**config.mk**
```make
export PLATFORM = sky130hd
export DESIGN_NAME = blae_ctrl
export DESIGN_NICKNAME = d
export VERILOG_FILES = /design/src/blae_pkg.sv /design/src/blae_ctrl.sv
export SDC_FILE = /design/constraint.sdc
export NUM_CORES = 1
export LEC_CHECK = 0
export ABC_AREA = 1
export BUFFER_PORTS_ARGS = -buffer_cell sky130_fd_sc_hd__buf_2
export CORE_AREA = 2 2 39 41
export DETAILED_ROUTE_END_ITERATION = 8
export DIE_AREA = 0 0 41 43
export HOLD_SLACK_MARGIN = 0.02
export MAX_ROUTING_LAYER = met4
export SKIP_CTS_REPAIR_TIMING = 1
export SYNTH_ARGS = -nofsm -noshare
export SYNTH_HDL_FRONTEND = slang
export SYNTH_SLANG_ARGS = --single-unit
export TNS_END_PERCENT = 20
```
**constraint.sdc**
```tcl
create_clock -name clk -period 1.1 [get_ports clk]
set_input_delay 0.165 -clock clk [delete_from_list [all_inputs] [get_ports clk]]
set_output_delay 0.165 -clock clk [all_outputs]
set_load 0.005 [all_outputs]
```
**src/blae_pkg.sv**
```systemverilog
// Shared types and constants for the barrier / locker ack engine.
// No dependencies; used by blae_ctrl, blae_datapath and the top level.
`timescale 1ns / 1ps
`default_nettype none
package blae_pkg;

  localparam int TXN_SLOTS    = 64;
  localparam int NUM_BARRIERS = 16;
  localparam int MAX_WAITERS  = 16;
  localparam int COORD_BITS   = 4;

  localparam int SLOT_W = $clog2(TXN_SLOTS);
  localparam int BAR_W  = $clog2(NUM_BARRIERS);
  localparam int WIDX_W = $clog2(MAX_WAITERS);
  localparam int CNT_W  = 5;

  // transaction status codes
  localparam logic [1:0] ST_IDLE = 2'd0;
  localparam logic [1:0] ST_DATA = 2'd1;
  localparam logic [1:0] ST_ACK  = 2'd2;
  localparam logic [1:0] ST_DONE = 2'd3;

  // transaction kinds
  localparam logic [1:0] KIND_NORMAL  = 2'd0;
  localparam logic [1:0] KIND_BARRIER = 2'd2;

  // result kinds
  localparam logic [1:0] RK_DATA = 2'd0;
  localparam logic [1:0] RK_ACK  = 2'd1;
  localparam logic [1:0] RK_DONE = 2'd2;

  // input commands
  localparam logic CMD_REGISTER = 1'b0;

  typedef enum logic [3:0] {
    OP_NONE,
    OP_CAPTURE,
    OP_REG,
    OP_DONE,
    OP_LOCK_ACK,
    OP_BAR_SINGLE,
    OP_BAR_FIRST,
    OP_BAR_JOIN,
    OP_WAIT_RD,
    OP_SRC_RD,
    OP_WAIT_ACK
  } op_t;

  typedef struct packed {
    op_t op;
  } dp_cmd_t;

  typedef struct packed {
    logic is_reg;
    logic slot_idle;
    logic done_path;
    logic locker;
    logic bar_present;
    logic cnt_le1;
    logic rel_hit;
    logic last_waiter;
    logic out_free;
  } dp_stat_t;

  typedef struct packed {
    logic [1:0]       kind;
    logic [15:0]      src;
    logic [15:0]      dst;
    logic [31:0]      rtime;
    logic [CNT_W-1:0] count;
  } txn_rec_t;

endpackage
`default_nettype wire

```
**src/blae_ctrl.sv**
```systemverilog
// Controller state machine for the barrier / locker ack engine.
// Depends on blae_pkg; drives blae_datapath through dp_cmd_t.
`timescale 1ns / 1ps
`default_nettype none
module blae_ctrl (
  input  wire logic              clk,
  input  wire logic              rst_n,
  input  wire logic              in_tvalid,
  output logic                   in_tready,
  input  wire blae_pkg::dp_stat_t stat,
  output blae_pkg::dp_cmd_t      cmd
);

  typedef enum logic [4:0] {
    S_IDLE  = 5'b00001,
    S_LOOK  = 5'b00010,
    S_WREAD = 5'b00100,
    S_SREAD = 5'b01000,
    S_ACKW  = 5'b10000
  } state_t;

  state_t state_r, state_nxt;

  // decode the next step from datapath status
  always_comb begin
    state_nxt = state_r;
    cmd.op    = blae_pkg::OP_NONE;
    in_tready = 1'b0;
    case (state_r)
      S_IDLE: begin
        in_tready = 1'b1;
        if (in_tvalid) begin
          cmd.op    = blae_pkg::OP_CAPTURE;
          state_nxt = S_LOOK;
        end
      end
      S_LOOK: begin
        if (stat.is_reg) begin
          if (stat.out_free) begin
            cmd.op    = blae_pkg::OP_REG;
            state_nxt = S_IDLE;
          end
        end else if (stat.slot_idle) begin
          state_nxt = S_IDLE;
        end else if (stat.done_path) begin
          if (stat.out_free) begin
            cmd.op    = blae_pkg::OP_DONE;
            state_nxt = S_IDLE;
          end
        end else if (stat.locker) begin
          if (stat.out_free) begin
            cmd.op    = blae_pkg::OP_LOCK_ACK;
            state_nxt = S_IDLE;
          end
        end else if (!stat.bar_present) begin
          if (!stat.cnt_le1) begin
            cmd.op    = blae_pkg::OP_BAR_FIRST;
            state_nxt = S_IDLE;
          end else if (stat.out_free) begin
            cmd.op    = blae_pkg::OP_BAR_SINGLE;
            state_nxt = S_IDLE;
          end
        end else begin
          cmd.op    = blae_pkg::OP_BAR_JOIN;
          state_nxt = stat.rel_hit ? S_WREAD : S_IDLE;
        end
      end
      S_WREAD: begin
        cmd.op    = blae_pkg::OP_WAIT_RD;
        state_nxt = S_SREAD;
      end
      S_SREAD: begin
        cmd.op    = blae_pkg::OP_SRC_RD;
        state_nxt = S_ACKW;
      end
      S_ACKW: begin
        if (stat.out_free) begin
          cmd.op    = blae_pkg::OP_WAIT_ACK;
          state_nxt = stat.last_waiter ? S_IDLE : S_WREAD;
        end
      end
      default: state_nxt = S_IDLE;
    endcase
  end

  // advance state
  always_ff @(posedge clk) begin
    if (!rst_n) begin
      state_r <= S_IDLE;
    end else begin
      state_r <= state_nxt;
    end
  end

endmodule
`default_nettype wire

```
==> results of run 1 <==
layer usage:
metal / track usage / vias up / part of all wire
li1: - / 318 / -
met1: 0.203 / 257 / 0.49
met2: 0.259 / 9 / 0.49
met3: 0.0314 / 0 / 0.028
met4: 0.0400 / 0 / 0
met5: - / - / 0
area by class of cell:
cell class / count / share of cell area
Inverter: 18 / 0.0941
Clock buffer: 4 / 0.0366
Tap cell: 16 / 0.0279
Timing Repair Buffer: 29 / 0.247
Sequential cell: 5 / 0.148
Multi-Input combinational cell: 55 / 0.446
worst min path at each step:
stage	slack, ps	startpoint	endpoint	depth (start not counted)
finish	180	rst_n	state_r[0]$_SDFFE_PN1P_	4
CTS	190	rst_n	state_r[0]$_SDFFE_PN1P_	4
global placement	440	rst_n	state_r[0]$_SDFFE_PN1P_	4
global route	210	rst_n	state_r[0]$_SDFFE_PN1P_	4
floorplan	310	rst_n	state_r[0]$_SDFFE_PN1P_	3
detailed placement	440	rst_n	state_r[0]$_SDFFE_PN1P_	4
power by group:
| part | internal (W) | total [W] | switching, W | leakage [nW] |
|---|---|---|---|---|
| logic | 0.000113 | 0.000260 | 0.000147 | 0.339 |
| clock network | 0.000137 | 0.000206 | 0.0000689 | 0.0150 |
| registers | 0.000201 | 0.000225 | 0.0000235 | 0.0417 |
worst min-delay path: stages:
cell	delay [ps]
buf_2	80
nand2_1	50
inv_1	40
nand2_1	40
stage by stage:
| step | instance area (um^2) | power (W) | worst slack [ps] | std cells | TNS (ps) |
|---|---|---|---|---|---|
| 5_1_grt | 718 | 0.000752 | -356 | 127 | -1970 |
| 3_5_place_dp | 633 | 0.000451 | -79.8 | 120 | -338 |
| 2_1_floorplan | 458 | 0.000363 | 71.4 | 78 | 0 |
| 3_3_place_gp | 633 | 0.000451 | -87.8 | 120 | -288 |
| 6_report | 718 | 0.000690 | -284 | 127 | -1320 |
| 4_1_cts | 659 | 0.000662 | -344 | 124 | -1530 |
cells by family after synthesis:
family	count (synthesis)
AND/OR/NAND/NOR	42
flip-flops	5
AO/OA/AOI/OAI	13
buffers and inverters	18
layout by cell type (no fill, tap or decap), types with 2 or more instances in the layout:
| cell | instances |
|---|---|
| nor3_1 | 2 |
| inv_1 | 14 |
| buf_2 | 16 |
| buf_4 | 13 |
| nor2_1 | 6 |
| o21ai_0 | 5 |
| nand3_2 | 2 |
| nand2_1 | 12 |
| inv_2 | 4 |
| nand3_1 | 7 |
| nor2_4 | 2 |
| dfxtp_2 | 2 |
| clkbuf_4 | 3 |
| dfxtp_1 | 2 |
| nand2_2 | 2 |
| nor2_2 | 4 |
| a21oi_1 | 5 |
==> flow_summary.ini, run 1 <==
[synthesis]
synthSimpleGateAreaFrac = 0.481
synth_area_leaders = dfxtp_1, inv_1, nand2_1
synthTopCellsByCount = inv_1, nand2_1, nor2_1
synth-warning-count = 0
synth_mux_area_frac = 0
synth_ff_type = dfxtp_1
postSynthCellCount = 78
yosysSeqAreaShare = 0.219
synth_top_area_share = 0.219
synth_area_um2 = 458
synth_edf_count = 0
synth.most_common_cell = inv_1
synth_fp_nets = 90
synth_area_per_cell_um2 = 5.87
synth_top_family_by_area = simple AND/OR/NAND/NOR gates
synth_compound_area_frac = 0.153
synth_top_cell_by_area = dfxtp_1
synthAdderAreaFrac = 0
synth-xor-area-share = 0
ys_types = 18
synth_seq_cells = 5
synthArstFlopShare = 0

[global_routing]
grt_pass1_wl_um = 1960
grtUsageTotal = 0.163
grt_pass1_vias = 537
grt_max_degree = 8
grt_overflow = 0
antenna_found_initial = 0

[worst_setup_path]
cp_cell_sequence = nor2_4 > nand3_4 > inv_2 > nand4_1 > o211ai_1 > buf_2
start_kind = flip-flop
reg2reg_from = state_r[1]$_SDFFE_PN0P_
critical_path_buf_inv_count = 2
path_depth = 6
critical_path.endpoint_type = output pin
critPathLaunch = state_r[3]$_SDFFE_PN0P_
r2r_end = state_r[0]$_SDFFE_PN1P_
worstPathMaxFanout = 5
endpoint = cmd[0]
cp_slowest_cell = dfxtp_2
arrival_ps = 1220
r2r_slack_ps = -120
cp_top_family = simple AND/OR/NAND/NOR gates
crit_type = flip-flop to output pin
reg2reg_depth = 9
cp_data_required_time_ps = 940
cpPeakStageDelay_ps = 330

[layout]
top_regs = state_r: 5 flops
diodes = 0
largest_reg_flops = 5
fillCellCount = 133
final_nets = 124
regArea_um2 = 106
syn2layout_area_growth_pct = 56.8
final_layout_size_suffix_gt1_frac = 0.477
multi_input_area_um2 = 320
final_core_util = 0.519
top_register = state_r

[power]
p_leak_nw = 0.396
ir_drop_uv = 636
power_density_nw_per_um2 = 961

[sta]
final.setup.worst_slack_ps = -284
finalCritPeriodShare = 1.26
final_max_slew_viol_count = 0
setup_violations = 7
relSlewSlack = 0.857
timing.fmax_mhz = 723
fin_hold_ws_ps = 184
hold_viol = 0
period_minus_slack_ps = 1380
rsz0062_at_grt = yes
clock_skew_ps = 1.88
worst_pin_slew_ps = 213

[floorplanning]
pin_count = 17
dieArea_um2 = 1760
die_h_um = 43
num_rows = 14
start_util = 0.331
core_um2 = 1380
die_w_um = 41

[cts]
cts_tree = yes
cts_root_buf = clkbuf_4
cts_buffers = 3
clock-sinks = 5
clockBufferDepth = 2
clkLatencyLatePin_ps = 240
clkTransAtPathRegs_ps = 40
htree_levels = 1

[hold_path]
hold_class = input pin to flip-flop

[outcome]
outcome = finished with violations
violations = negative setup slack

[routing]
vias = 584
drt_wl_total_um = 1200
vias_per_cell = 4.60
drc = 0
drtPass1Iterations = 4
post_drt_wl_per_cell_um = 9.41
first_iter_violations = 9
ant_nets = 0

[place]
gp_congestion = 0.817
dp_hpwl_um = 970
port_buffers = 16

[run]
drv_cap = 0
No activity file was read; power rests on OpenSTA's default activity.
==> inputs of run 2 (changes only) <==
PLACE_DENSITY = 0.66   (was unset)
clock period = 1.6 ns   (was 1.1 ns; I/O delays follow)
==> flow_summary.ini, run 2 (synthesized netlist as in run 1, its figures left out) <==
[outcome]
outcome = complete, no violations

[routing]
post_drt_wl_per_cell_um = 9.90
first_iter_violations = 15
vias = 543
drc = 0
vias_per_cell = 4.76
ant_nets = 0
drtPass1Iterations = 4
drt_wl_total_um = 1130

[power]
power_w = 0.000455
p_clk_frac = 0.317
p_leak_nw = 0.329
power_density_nw_per_um2 = 759
intPower_w = 0.000294
swShare = 0.354
netSwitchingPower_w = 0.000161
p_comb_frac = 0.351
ir_drop_uv = 429
p_seq_frac = 0.332

[layout]
diodes = 0
largest_reg_flops = 5
final_layout_size_suffix_gt1_frac = 0.347
syn2layout_area_growth_pct = 30.9
fin_cells = 114
final_nets = 111
final_cell_mix = buf_2, inv_1, nand2_1, nor2_1, nand3_1
top_regs = state_r: 5 flops
final_common_cell = buf_2
top_register = state_r

[sta]
timing.fmax_mhz = 673
rsz0062_at_grt = yes
fin_setup_tns_ps = 0
period_minus_slack_ps = 1490
worst_pin_slew_ps = 220
final_max_slew_viol_count = 0
finalCritPeriodShare = 0.928
clock_skew_ps = 1.15
relSlewSlack = 0.853
hold_viol = 0
setup_violations = 0

[run]
drv_cap = 0

[worst_setup_path]
cp_data_required_time_ps = 1360
critical_path.endpoint_type = output pin
crit_type = flip-flop to output pin
arrival_ps = 1250
worstPathMaxFanout = 5
start_kind = flip-flop

[cts]
clock-sinks = 5
clkTransAtPathRegs_ps = 40
cts_root_buf = clkbuf_4
cts_tree = yes
clockBufferDepth = 2
cts_buffers = 3
htree_levels = 1
clkLatencyLatePin_ps = 240

[global_routing]
grtUsageTotal = 0.157
grt_overflow = 0
grt_pass1_vias = 469
grt_max_degree = 8
antenna_found_initial = 0
grt_pass1_wl_um = 1910

[floorplanning]
start_util = 0.331
core_um2 = 1380
dieArea_um2 = 1760
die_h_um = 43
num_rows = 14
die_w_um = 41
pin_count = 17

[place]
port_buffers = 16
gp_congestion = 0.855
dp_hpwl_um = 925
dp.cells = 110

[hold_path]
hold_class = input pin to flip-flop
[run 2: cell count changes in the layout (fill, tap and decap cells not counted), sizes merged]
| cell | change |
|---|---|
| buf | -13 |
[run 2: metal layers]
metal,global-route usage,share of wire
met1,0.217,0.45
met4,0.0400,0
met3,0.0314,0.042
met5,-,0
met2,0.228,0.51
[run 2: critical path: stages (launching register included)]
cell,delay [ps]
dfxtp_1,350
nor2_2,160
nand3_4,100
inv_2,80
nand4_1,90
o211ai_1,80
buf_2,130
[run 2: final cells by class]
type	count	area, um^2
repair buffers	16	80.1
fillers	156	785
clock buffers	4	26.3
well taps	16	20.0
inverters	18	67.6
flip-flops and latches	5	100
multi-input cells	55	305
[run 2: final timing paths]
| check | start | endpoint | slack, ps | cells past startpoint |
|---|---|---|---|---|
| max reg2reg | state_r[0]$_SDFFE_PN1P_ | state_r[0]$_SDFFE_PN1P_ | 410 | 9 |
| min reg2reg | state_r[3]$_SDFFE_PN0P_ | state_r[4]$_SDFFE_PN0P_ | 620 | 2 |
| min | rst_n | state_r[0]$_SDFFE_PN1P_ | 260 | 4 |
| max | state_r[0]$_SDFFE_PN1P_ | cmd[0] | 110 | 6 |
[run 2: power by group through the flow]
stage	Clock (W)	Combinational, W	Sequential (W)
after floorplan	0	0.000104	0.000146
after global placement	0	0.000152	0.000147
after detailed placement	0	0.000150	0.000148
after CTS	0.000150	0.000151	0.000146
after global routing	0.000160	0.000179	0.000152
final	0.000144	0.000160	0.000151
[run 2: metrics by stage]
step / worst slack, ps / area (um^2) / hold WS (ps) / util
2_1_floorplan: 528 / 458 / 385 / -
3_3_place_gp: 272 / 558 / 515 / 0.403
3_5_place_dp: 258 / 558 / 508 / 0.403
4_1_cts: 83.0 / 584 / 254 / 0.422
5_1_grt: -2.02 / 599 / 271 / 0.433
6_report: 115 / 599 / 260 / 0.433
==> inputs of run 3 (changes only) <==
GPL_TIMING_DRIVEN = 0   (was unset)
==> flow_summary.ini, run 3 (synthesized netlist as in run 1, its figures left out) <==
[power]
power_w = 0.000446
power_density_nw_per_um2 = 750
p_leak_nw = 0.328
ir_drop_uv = 261

[worst_setup_path]
reg2reg_from = state_r[0]$_SDFFE_PN1P_
r2r_slack_ps = 420
cpPeakStageDelay_ps = 350
cp_slowest_cell = dfxtp_1
cp_cell_sequence = nor2_2 > nand3_4 > inv_2 > nand4_1 > o211ai_1 > buf_2
reg2reg_depth = 8
r2r_end = state_r[0]$_SDFFE_PN1P_
crit_type = flip-flop to output pin
worstPathMaxFanout = 5
start_kind = flip-flop
cp_data_required_time_ps = 1360
arrival_ps = 1280
critical_path.endpoint_type = output pin

[floorplanning]
pin_count = 17
die_w_um = 41
start_util = 0.331
num_rows = 14
dieArea_um2 = 1760
core_um2 = 1380
die_h_um = 43

[layout]
top_register = state_r
final_common_cell = buf_2
top_regs = state_r: 5 flops
syn2layout_area_growth_pct = 29.8
largest_reg_flops = 5
fin_cells = 114
design_area_um2 = 594
final_cell_mix = buf_2, inv_1, nand2_1, nor2_1, nand3_1
final_layout_size_suffix_gt1_frac = 0.347
diodes = 0
fillCellCount = 157
final_nets = 111

[cts]
cts_root_buf = clkbuf_4
clock-sinks = 5
clkTransAtPathRegs_ps = 40
htree_levels = 1
cts_buffers = 3
clkLatencyLatePin_ps = 230
cts_tree = yes
clockBufferDepth = 2

[global_routing]
grt_max_degree = 8
grt_pass1_vias = 478
grt_overflow = 0
grt_pass1_wl_um = 1730
grtUsageTotal = 0.144
antenna_found_initial = 0

[routing]
drt_wl_total_um = 1140
drtPass1Iterations = 4
ant_nets = 0
vias = 550
vias_per_cell = 4.82
drc = 0
first_iter_violations = 1
post_drt_wl_per_cell_um = 10.0

[place]
gp_congestion = 0.802
dpl_cell_area_um2 = 558
dp_hpwl_um = 957
port_buffers = 16
dp.cells = 110

[sta]
period_minus_slack_ps = 1520
fin_hold_ws_ps = 273
hold_viol = 0
relSlewSlack = 0.859
worst_pin_slew_ps = 210
clock_skew_ps = 3.46
finalCritPeriodShare = 0.951
setup_violations = 0
final_max_slew_viol_count = 0
timing.fmax_mhz = 657
rsz0062_at_grt = yes
fin_setup_tns_ps = 0

[run]
drv_cap = 0

[hold_path]
whs_path_depth = 4
worstHoldStart = rst_n
hold_class = input pin to flip-flop
hold_end = state_r[0]$_SDFFE_PN1P_

[outcome]
outcome = complete, no violations
==> run 3: worst max-delay path by stage <==
stage / cells past startpoint / slack [ps] / start / to
global placement: 6 / 310 / state_r[0]$_SDFFE_PN1P_ / cmd[0]
CTS: 6 / 2 / state_r[0]$_SDFFE_PN1P_ / cmd[0]
finish: 6 / 80 / state_r[0]$_SDFFE_PN1P_ / cmd[0]
floorplan: 5 / 530 / state_r[2]$_SDFFE_PN0P_ / cmd[0]
detailed placement: 6 / 260 / state_r[0]$_SDFFE_PN1P_ / cmd[0]
global route: 6 / -20 / state_r[0]$_SDFFE_PN1P_ / cmd[1]
==> run 3: cell type report <==
cell class,count,area [um^2],area share
Sequential cell,5,100,0.168
Inverter,18,67.6,0.114
Tap cell,16,20.0,0.0337
Multi-Input combinational cell,55,300,0.505
Timing Repair Buffer,16,80.1,0.135
Clock buffer,4,26.3,0.0442
==> run 3: critical path: cells and delay by family (launching register included) <==
family | cells | cell delay, ps
buffers and inverters | 2 | 220
AOI/OAI and AO/OA | 1 | 100
DFF | 1 | 350
and+or+nand+nor | 3 | 370
==> run 3: metal layers <==
metal  vias up  GRT usage  part of all wire
li1        293          -                 -
met1       254      0.168              0.48
met2         3      0.228              0.50
met3         0     0.0314             0.012
met4         0     0.0600                 0
met5         -          -                 0
==> run 3: through the flow <==
stage	util	setup WS, ps
after floorplan	-	528
after global placement	0.403	313
after detailed placement	0.403	261
after CTS	0.422	2.29
after global routing	0.429	-17.3
final	0.429	78.1
==> run 3: report_power, final <==
group | internal, W | switching (W)
combinational | 0.0000626 | 0.0000939
sequential | 0.000135 | 0.0000138
clock | 0.0000939 | 0.0000462
total | 0.000292 | 0.000154
